File: src/rtl/core/bdq_pkg.sv
// bdq_pkg: shared constants and types for the bounded deque
// no dependencies; imported by bdq_cell and bounded_deque
package bdq_pkg;

  localparam int DEPTH   = 16;
  localparam int CNT_W   = $clog2(DEPTH + 1);
  localparam int DATA_W  = 32;
  localparam int FUNC_W  = 3;
  localparam int OCC_W   = 5;
  localparam int STAT_W  = 2;

  localparam logic [FUNC_W-1:0] OP_PUSH_FRONT = 3'd0;
  localparam logic [FUNC_W-1:0] OP_PUSH_BACK  = 3'd1;
  localparam logic [FUNC_W-1:0] OP_LIST       = 3'd2;
  localparam logic [FUNC_W-1:0] OP_POP_FRONT  = 3'd3;
  localparam logic [FUNC_W-1:0] OP_POP_BACK   = 3'd4;

  localparam logic [STAT_W-1:0] ST_OK    = 2'd0;
  localparam logic [STAT_W-1:0] ST_EMPTY = 2'd1;
  localparam logic [STAT_W-1:0] ST_FULL  = 2'd2;

  // cell source select
  localparam logic [1:0] SEL_LEFT  = 2'd0;
  localparam logic [1:0] SEL_RIGHT = 2'd1;
  localparam logic [1:0] SEL_EXT   = 2'd2;

  typedef struct packed {
    logic       en;
    logic [1:0] sel;
  } cell_ctl_t;

endpackage

File: src/rtl/core/bdq_cell.sv
// bdq_cell: one storage cell of the deque chain
// depends on bdq_pkg for widths and the cell control struct
module bdq_cell
  import bdq_pkg::*;
(
  input  logic                     clk,
  input  cell_ctl_t                ctl,
  input  logic signed [DATA_W-1:0] left,
  input  logic signed [DATA_W-1:0] right,
  input  logic signed [DATA_W-1:0] ext,
  output logic signed [DATA_W-1:0] q
);

  logic signed [DATA_W-1:0] q_next;

  always_comb begin
    unique case (ctl.sel)
      SEL_LEFT:  q_next = left;
      SEL_RIGHT: q_next = right;
      SEL_EXT:   q_next = ext;
      default:   q_next = q;
    endcase
  end

  always_ff @(posedge clk) begin
    if (ctl.en) begin
      q <= q_next;
    end
  end

endmodule

File: src/rtl/core/bounded_deque.sv
// bounded_deque: top level, a row of bdq_cell registers with front at cell 0
// depends on bdq_pkg and bdq_cell
//
// channel  | ports                                   | handshake
// ---------+-----------------------------------------+------------------------------
// command  | start, func, value, busy                | taken when start && !busy
// result   | done, elem, occupancy, status, last     | no stall
//
// push and pop give their result the cycle after the command, and a new command may be
// issued in that same cycle. unknown codes give no result.
// list with elements held raises busy after the command, one result per busy cycle
// as cells rotate through cell 0; the next command waits until busy falls again.
// rst is synchronous; it empties the deque and drops any list in progress.
// the receiver cannot stall, so results are never held back.
module bounded_deque
  import bdq_pkg::*;
(
  input  logic                     clk,
  input  logic                     rst,
  input  logic                     start,
  input  logic [FUNC_W-1:0]        func,
  input  logic signed [DATA_W-1:0] value,
  output logic                     busy,
  output logic                     done,
  output logic signed [DATA_W-1:0] elem,
  output logic [OCC_W-1:0]         occupancy,
  output logic [STAT_W-1:0]        status,
  output logic                     last
);

  logic [CNT_W-1:0]         fill;
  logic [CNT_W-1:0]         fill_next;
  logic [CNT_W-1:0]         cnt;
  logic                     take;
  logic                     is_full;
  logic                     is_empty;
  logic signed [DATA_W-1:0] cell_q [DEPTH];
  cell_ctl_t                ctl [DEPTH];
  logic signed [DATA_W-1:0] tail_val;
  logic signed [DATA_W-1:0] ext_val;

  assign take     = start && !busy;
  assign is_full  = (fill == CNT_W'(DEPTH));
  assign is_empty = (fill == '0);
  assign ext_val  = busy ? cell_q[0] : value;

  // pick the back element by one-hot compare against fill-1
  always_comb begin
    tail_val = '0;
    for (int i = 0; i < DEPTH; i++) begin
      if (CNT_W'(i + 1) == fill) begin
        tail_val = tail_val | cell_q[i];
      end
    end
  end

  for (genvar g = 0; g < DEPTH; g++) begin : g_cell
    always_comb begin
      ctl[g] = '{en: 1'b0, sel: SEL_LEFT};
      if (busy) begin
        // rotate occupied cells toward the front, cell 0 wraps to the tail
        if (CNT_W'(g + 1) < fill) begin
          ctl[g] = '{en: 1'b1, sel: SEL_RIGHT};
        end else if (CNT_W'(g + 1) == fill) begin
          ctl[g] = '{en: 1'b1, sel: SEL_EXT};
        end
      end else if (take) begin
        if (func == OP_PUSH_FRONT && !is_full) begin
          ctl[g] = '{en: 1'b1, sel: SEL_LEFT};
        end else if (func == OP_PUSH_BACK && !is_full && CNT_W'(g) == fill) begin
          ctl[g] = '{en: 1'b1, sel: SEL_EXT};
        end else if (func == OP_POP_FRONT && !is_empty) begin
          ctl[g] = '{en: 1'b1, sel: SEL_RIGHT};
        end
      end
    end

    bdq_cell u_cell (
      .clk   (clk),
      .ctl   (ctl[g]),
      .left  ((g == 0) ? value : cell_q[(g == 0) ? 0 : g - 1]),
      .right ((g == DEPTH - 1) ? cell_q[g] : cell_q[(g == DEPTH - 1) ? g : g + 1]),
      .ext   (ext_val),
      .q     (cell_q[g])
    );
  end

  always_comb begin
    fill_next = fill;
    if (take) begin
      unique case (func)
        OP_PUSH_FRONT, OP_PUSH_BACK: if (!is_full)  fill_next = fill + 1'b1;
        OP_POP_FRONT,  OP_POP_BACK:  if (!is_empty) fill_next = fill - 1'b1;
        default:                     fill_next = fill;
      endcase
    end
  end

  always_ff @(posedge clk) begin
    if (rst) begin
      fill <= '0;
      busy <= 1'b0;
      cnt  <= '0;
      done <= 1'b0;
    end else begin
      fill <= fill_next;
      done <= 1'b0;
      if (busy) begin
        done <= 1'b1;
        cnt  <= cnt - 1'b1;
        if (cnt == CNT_W'(1)) begin
          busy <= 1'b0;
        end
      end else if (take) begin
        unique case (func)
          OP_PUSH_FRONT, OP_PUSH_BACK, OP_POP_FRONT, OP_POP_BACK: done <= 1'b1;
          OP_LIST: begin
            if (is_empty) begin
              done <= 1'b1;
            end else begin
              busy <= 1'b1;
              cnt  <= fill;
            end
          end
          default: done <= 1'b0;
        endcase
      end
    end
  end

  // result payload
  always_ff @(posedge clk) begin
    if (busy) begin
      elem      <= cell_q[0];
      occupancy <= OCC_W'(fill);
      status    <= ST_OK;
      last      <= (cnt == CNT_W'(1));
    end else if (take) begin
      elem      <= '0;
      occupancy <= OCC_W'(fill_next);
      last      <= 1'b1;
      status    <= ST_OK;
      priority case (func)
        OP_PUSH_FRONT, OP_PUSH_BACK: begin
          if (is_full) status <= ST_FULL;
        end
        OP_POP_FRONT: begin
          if (is_empty) status <= ST_EMPTY;
          else          elem   <= cell_q[0];
        end
        OP_POP_BACK: begin
          if (is_empty) status <= ST_EMPTY;
          else          elem   <= tail_val;
        end
        OP_LIST: begin
          if (is_empty) status <= ST_EMPTY;
        end
        default: status <= ST_OK;
      endcase
    end
  end

`ifndef ASSERT_OFF
  a_fill_bound: assert property (@(posedge clk) disable iff (rst)
    fill <= CNT_W'(DEPTH))
    else $error("fill above capacity");

  a_list_nonempty: assert property (@(posedge clk) disable iff (rst)
    busy |-> (fill != '0) && (cnt != '0) && (cnt <= fill))
    else $error("list walk with bad count");

  a_list_end: assert property (@(posedge clk) disable iff (rst)
    (busy && cnt == CNT_W'(1)) |=> (done && last && !busy))
    else $error("list walk did not end with last");

  a_cmd_result: assert property (@(posedge clk) disable iff (rst)
    (start && !busy && (func == OP_PUSH_FRONT || func == OP_PUSH_BACK ||
     func == OP_POP_FRONT || func == OP_POP_BACK)) |=> (done && last))
    else $error("missing result for transaction");
`endif

endmodule
File: config.mk
export PLATFORM = sky130hd
export DESIGN_NAME = bounded_deque
export DESIGN_NICKNAME = d
export VERILOG_FILES = /design/src/rtl/core/bdq_pkg.sv /design/src/rtl/core/bdq_cell.sv /design/src/rtl/core/bounded_deque.sv
export SDC_FILE = /design/constraint.sdc
export NUM_CORES = 1
export LEC_CHECK = 0
export BUFFER_PORTS_ARGS = -buffer_cell sky130_fd_sc_hd__buf_2
export CAP_MARGIN = 10
export CORE_MARGIN = 8
export CORE_UTILIZATION = 35
export CTS_BUF_LIST = sky130_fd_sc_hd__clkbuf_4 sky130_fd_sc_hd__clkbuf_8 sky130_fd_sc_hd__clkbuf_16
export DETAILED_ROUTE_END_ITERATION = 16
export PLACE_DENSITY_LB_ADDON = 0.05
export SLEW_MARGIN = 15
export SYNTH_ARGS = -nofsm -noshare
export SYNTH_HDL_FRONTEND = slang
export SYNTH_SLANG_ARGS = --single-unit
File: constraint.sdc
create_clock -name clk -period 10.23 [get_ports clk]
set_input_delay 0 -clock clk [delete_from_list [all_inputs] [get_ports clk]]
set_output_delay 0 -clock clk [all_outputs]
set_load 0.02 [all_outputs]
==> flow_summary.toml, run 1 <==
[clocking]
path_clk_slew_ns = 0.06
numClockSinks = 564
htreeDepth = 3
tritoncts.num_buffers = 71
cts_buffer_depth = 3
cts_root_buf = "clkbuf_16"
cts_tree = "done"
clk-insertion-delay-late_ns = 0.65
cts_resized = 0

[grt]
antenna_found_initial = 8
grt_max_degree = 65
grt_pass1_wl_mm = 233
grt_pass1_vias = 28600
grt_usage_pct = 31.9
grt_overflow = 0

[synthesis]
yosysWarnings = 0
postSynthAreaPerCell_um2 = 10.2
synth_ff_type = "edfxtp_1"
synth_edf_count = 550
synth_commonest_cells = "edfxtp_1, a22oi_1, nor2_1"
yosysSeqAreaShare_pct = 51.5
yosysMostFrequentCell = "edfxtp_1"
synthCells = 3201
synth_nets = 3291
yosys.area.top_type_share_pct = 50.6
synth-seq-cells = 564
ys_types = 76
yosys.area.top_type = "edfxtp_1"
synthArstFlopShare_pct = 0
synth_area_leaders = "edfxtp_1, a22oi_1, a21oi_1"
netlist_area_mm2 = 0.0326

[detailed_routing]
drt-wirelength-per-cell_um = 38.4
via_per_inst = 6.79
dr.pass1.iters = 6
drt_iter0_drc = 5069
wirelength_mm = 172
ant_nets = 0
num_vias = 30300
drcViolationCount = 0

[finish]
area_growth_pct = 14.3
final_cell_area_mm2 = 0.0373
final_nets = 3240
drive_above_1_share_pct = 14.3

[floorplanning]
die_height_um = 321
dieArea_mm2 = 0.103
core_area_mm2 = 0.0929
num_rows = 112
initial_core_util_pct = 35.1
io_pins = 80
chipWidth_um = 321

[worst_setup_path]
critPathArrivalTime_ns = 5.33
path_cells = "buf_4, nor2b_4, buf_4, a21oi_1, and3_1, a22o_1, ha_4, nor2_1, o21ai_0, a21oi_4, buf_4"
crit_type = "reg -> reg"
critPathMaxFanout = 56
r2r_cells = 11
crit_required_ns = 10.51
slowest_delay_ns = 0.71
r2r_end = "g_cell[5].u_cell.q[0]"
reg2reg_slack_ns = 5.17
cp-end-kind = "flip-flop"
slowest_stage = "buf_4"
critPathMostFrequentCell = "buf_4"
start_kind = "flip-flop"
reg2reg_from = "fill[4]"

[timing]
fin_crit_sh_pct = 49.4
rsz0062_at_grt = "false"
hold_viol_final = 0
finalClockSkew_ns = 0.0285
fmax_mhz = 198
slew_viol_final = 0
slew_headroom_pct = 19.3
period_minus_slack_ns = 5.06
final-setup-viol-count = 0
fin_tns_setup_ns = 0
hold_slack_ns = 0.0993
worst_slew_pin_slew_ns = 1.21

[worst_hold_path]
hold_path_depth = 4
hp-start = "func[0]"
hold_path_class = "in -> reg"
hold_path_end = "status[0]"

[power]
p_total_mw = 5.90
ir_drop_uv = 108
pwr_density_cell_mw_per_mm2 = 158
leakagePower_nw = 11.6

[flow_run]
cap_violations = 0

[place]
gp_congestion = 0.919
port_buffers = 79
hpwl_mm = 97.8
place_area_mm2 = 0.0345

[outcome]
run_status = "finished, final reports clean"
[how the worst max path moves through the flow]
stage	startpoint	endpoint	depth (start not counted)
after floorplan	fill[0]	g_cell[4].u_cell.q[0]	11
after global placement	fill[4]	g_cell[5].u_cell.q[29]	11
after detailed placement	fill[0]	g_cell[12].u_cell.q[15]	12
after CTS	fill[0]	g_cell[12].u_cell.q[20]	12
after global routing	fill[0]	g_cell[12].u_cell.q[20]	12
final	fill[4]	g_cell[5].u_cell.q[0]	11
[critical path: cells and delay by family (launching register included)]
kind | cells | cell delay (ns)
compound gates | 4 | 1.30
fa+ha+maj | 1 | 0.18
buf+inv | 3 | 1.92
flops | 1 | 0.42
simple gates | 3 | 0.78
[flip-flops by register name, indices dropped and copies added, names as in the netlist]
signal,count
g_cell.u_cell.q,512
elem,32
cnt,5
fill,5
occupancy,5
status,2
busy,1
done,1
last,1
[stage by stage]
| step | utilization (%) | worst slack (ns) | instances |
|---|---|---|---|
| 2_1_floorplan | - | 2.19 | 3201 |
| 6_report | 40.2 | 5.17 | 4464 |
| 3_3_place_gp | 37.1 | 5.38 | 4295 |
| 3_5_place_dp | 37.1 | 5.30 | 4295 |
| 4_1_cts | 40.2 | 5.27 | 4461 |
| 5_1_grt | 40.2 | 5.03 | 4461 |
[per-layer routing]
layer | wire (um) | up-vias | global-route usage, % | share of wire [%]
met1 | 69000 | 15200 | 44.2 | 40
met4 | 8250 | 2 | 13.5 | 4.8
met2 | 71900 | 2323 | 46.6 | 42
li1 | - | 12300 | - | -
met3 | 22500 | 416 | 8.81 | 13
met5 | 13 | - | 0 | 0.0076
[repair_timing]
action,CTS,global route
endpoints found under the hold margin,46,0
buffers inserted,0,0
hold buffers,36,0
[where the power goes]
part / switching, mW / leakage, nW / internal (mW) / total [mW]
Sequential: 0.0646 / 5.17 / 2.62 / 2.68
Clock: 1.10 / 1.22 / 1.63 / 2.73
Combinational: 0.356 / 5.21 / 0.134 / 0.490
Total: 1.52 / 11.6 / 4.38 / 5.90
[cell usage in the layout (no fill, tap or decap), drive strengths merged, types with 11 or more instances in the layout]
master,n
buf,179
a2111oi,22
nor2b,18
a22oi,532
and3,21
nor2,495
clkbuf,86
mux2i,77
bufinv,11
a21oi,489
edfxtp,550
inv,37
o21ai,66
a211oi,14
nand4,20
dlygate4sd3,36
ha,52
clkinv,32
mux2,68
a221oi,22
nand2,79
a22o,60
nand3b,33
o22ai,21
nand3,14
a32o,19
dfxtp,14
[logic make-up after synthesis]
group / count (synthesis) / synth area share, %
xor+xnor: 3 / 0.0805
compound gates: 1310 / 26.6
mux: 146 / 4.78
flops: 564 / 51.5
simple gates: 751 / 10.4
buf+inv: 375 / 4.68
fa+ha+maj: 52 / 1.99
[cell type report]
class / count / area [um^2]
multi-input cells: 2262 / 14800
clock inverters: 44 / 503
inverters: 36 / 135
diodes: 3 / 7.51
repair buffers: 215 / 1510
well taps: 1254 / 1570
flip-flops and latches: 564 / 16800
fillers: 9115 / 55600
clock buffers: 86 / 1940
(Power assumes the default switching activity.)
==> inputs of run 2 (changes only) <==
--- a/config.mk
+++ b/config.mk
@@ -5,6 +5,7 @@
 export SDC_FILE = /design/constraint.sdc
 export NUM_CORES = 1
 export LEC_CHECK = 0
+export ABC_AREA = 1
 export BUFFER_PORTS_ARGS = -buffer_cell sky130_fd_sc_hd__buf_2
 export CAP_MARGIN = 10
 export CORE_MARGIN = 8
==> constraint.sdc (replaced) <==
create_clock -name clk -period 5.1 [get_ports clk]
set_input_delay 0 -clock clk [delete_from_list [all_inputs] [get_ports clk]]
set_output_delay 0 -clock clk [all_outputs]
set_load 0.02 [all_outputs]
==> run 2 against run 1 <==
  * Final area rose by 3.0%
  * Non-clock buffer count grew 39
  * Worst setup slack lost 4.5 ns
  * Routed wire length is 12% lower
  * Utilization down 0.25 points
  * Combinational power rose to 3.2 times the previous value
  * Sequential power increased by 110%
  * Cell count increased by 21%
  * Register-to-register slack got worse by 4.5 ns
  * Hold slack improved by 0.20 ns
  * Count of clock-buffer cells in the layout increased by 12
  * Critical path type unchanged
  * Critical endpoint is now g_cell[10].u_cell.q[28]
==> flow_summary.toml, run 2 <==
[power]
seqPwrFrac_pct = 45.8
leakagePower_nw = 14.7
power.switching_mw = 3.49
combinationalPowerShare_pct = 13.0
power.internal_mw = 8.73
p_total_mw = 12.2
p_clk_share_pct = 41.2
pwr_density_cell_mw_per_mm2 = 318
netSwitchingFraction_pct = 28.6
ir_drop_uv = 177

[timing]
fmax_mhz = 227
period_minus_slack_ns = 4.40
fin_tns_setup_ns = 0
slew_headroom_pct = 20.7
fin_crit_sh_pct = 86.2
rsz0062_at_grt = "false"
slew_viol_final = 0
final-setup-viol-count = 0
finalClockSkew_ns = 0.0185
hold_viol_final = 0
worst_slew_pin_slew_ns = 1.19

[synthesis]
yosysMostFrequentCell = "nand2_1"
synthCells = 4060
yosysWarnings = 0
yosys.area.top_type_share_pct = 48.8
synth_commonest_cells = "nand2_1, edfxtp_1, a22oi_1"
synthArstFlopShare_pct = 0
ys_types = 38
synth_edf_count = 550
yosys.area.top_type = "edfxtp_1"
yosysSeqAreaShare_pct = 49.7
synth_nets = 4150
synth_area_leaders = "edfxtp_1, nand2_1, a22oi_1"
synth-seq-cells = 564
netlist_area_mm2 = 0.0338
postSynthAreaPerCell_um2 = 8.33
synth_ff_type = "edfxtp_1"

[floorplanning]
io_pins = 80
die_height_um = 327
initial_core_util_pct = 35.1
core_area_mm2 = 0.0963
num_rows = 114
dieArea_mm2 = 0.107
chipWidth_um = 327

[finish]
layout_common_cells = "nand2_1, edfxtp_1, a22oi_1"
utilization_pct = 39.9
final_nets = 4156
regMostFlops = "g_cell.u_cell.q"
multiInputGateArea_mm2 = 0.0149
seq_area_mm2 = 0.0168
drive_above_1_share_pct = 10.2
final_cells = 5392
area_growth_pct = 13.6
largest_reg_flops = 512
n_fill_cell = 9772
reg_top3 = "g_cell.u_cell.q: 512 flops, elem: 32 flops"
layout_commonest_cell = "nand2_1"

[clocking]
cts_buffer_depth = 3
path_clk_slew_ns = 0.06
tritoncts.num_buffers = 70
cts_resized = 0
htreeDepth = 3
postCtsSetupBuffers = 0
cts_root_buf = "clkbuf_16"
cts_tree = "done"
numClockSinks = 564
clk-insertion-delay-late_ns = 0.63

[worst_setup_path]
critPathArrivalTime_ns = 4.72
start_kind = "flip-flop"
crit_required_ns = 5.43
critPathMaxFanout = 64
crit_type = "reg -> reg"
cp-end-kind = "flip-flop"

[place]
port_buffers = 79
gp_congestion = 0.898
placed_cells = 5232
hpwl_mm = 114

[detailed_routing]
drt_iter0_drc = 4574
num_vias = 31100
wirelength_mm = 151
drcViolationCount = 0
via_per_inst = 5.77
ant_nets = 0
dr.pass1.iters = 6
drt-wirelength-per-cell_um = 27.9

[grt]
grt_max_degree = 73
grt_pass1_wl_mm = 214
grt_usage_pct = 27.1
grt_pass1_vias = 27900
grt_overflow = 0
antenna_found_initial = 0

[outcome]
run_status = "finished, final reports clean"

[flow_run]
cap_violations = 0

[worst_hold_path]
hold_path_class = "in -> reg"
==> run 2: worst paths after layout <==
check | startpoint | end | slack [ns] | depth (start not counted)
max | fill[1] | g_cell[10].u_cell.q[28] | 0.70 | 13
min | rst | busy | 0.30 | 3
max reg2reg | fill[1] | g_cell[10].u_cell.q[28] | 0.70 | 13
min reg2reg | cnt[1] | cnt[1] | 0.50 | 2
==> run 2: area by class of cell <==
| type | count | share of cell area (%) |
|---|---|---|
| antenna | 2 | 0.0130 |
| clock buffer | 98 | 5.29 |
| clock inverter | 22 | 0.531 |
| inverter | 279 | 2.73 |
| multi-input combinational | 2897 | 38.7 |
| sequential | 564 | 43.7 |
| tap | 1276 | 4.15 |
| timing repair buffer | 254 | 4.89 |
==> run 2: stage by stage <==
step,cell area (um^2),worst slack (ns),hold WS [ns]
after floorplan,33800,0.913,0.208
after global placement,35800,0.948,0.370
after detailed placement,35800,0.853,0.376
after CTS,38400,0.831,0.260
after global routing,38400,0.500,0.293
final,38400,0.704,0.298
==> run 2: cell families after synthesis <==
group	share of synthesized area, %
and+or+nand+nor	21.4
AOI/OAI and AO/OA	19.7
buffers and inverters	7.19
DFF	49.7
adders and majority gates	1.92
xor gates and xnor gates	0.0777
==> run 2: repair_timing <==
| action | 4_1_cts | 5_1_grt |
|---|---|---|
| hold endpoints to repair | 45 | 0 |
| setup endpoints to repair | 0 | 0 |
| hold buffers | 38 | 0 |
==> run 2: power groups by stage <==
stage / registers, mW / logic [mW] / clock network, mW
final: 5.60 / 1.58 / 5.04
after global routing: 5.62 / 1.71 / 5.28
after CTS: 5.59 / 1.55 / 5.12
after detailed placement: 5.68 / 1.52 / 0
after global placement: 5.68 / 1.52 / 0
after floorplan: 5.62 / 0.881 / 0
==> run 2: layer usage <==
layer / up-vias / global-route usage, % / wire [um]
li1: 14300 / - / -
met2: 1741 / 35.7 / 58200
met5: - / 0 / 0
met3: 123 / 9.09 / 18700
met4: 0 / 3.92 / 1860
met1: 14900 / 42.6 / 71800
==> run 2: critical path, cell delays in order, from the launching register on <==
cell and delay, ns:
dfxtp_1 0.56, inv_2 0.13, ha_1 0.23, buf_4 0.25
nand3_4 0.34, nand2_1 0.12, inv_1 0.17, nand2_1 0.19
inv_2 0.33, nand2_1 0.18, o22ai_1 0.28, ha_1 0.30
inv_2 0.72, o21ai_0 0.24
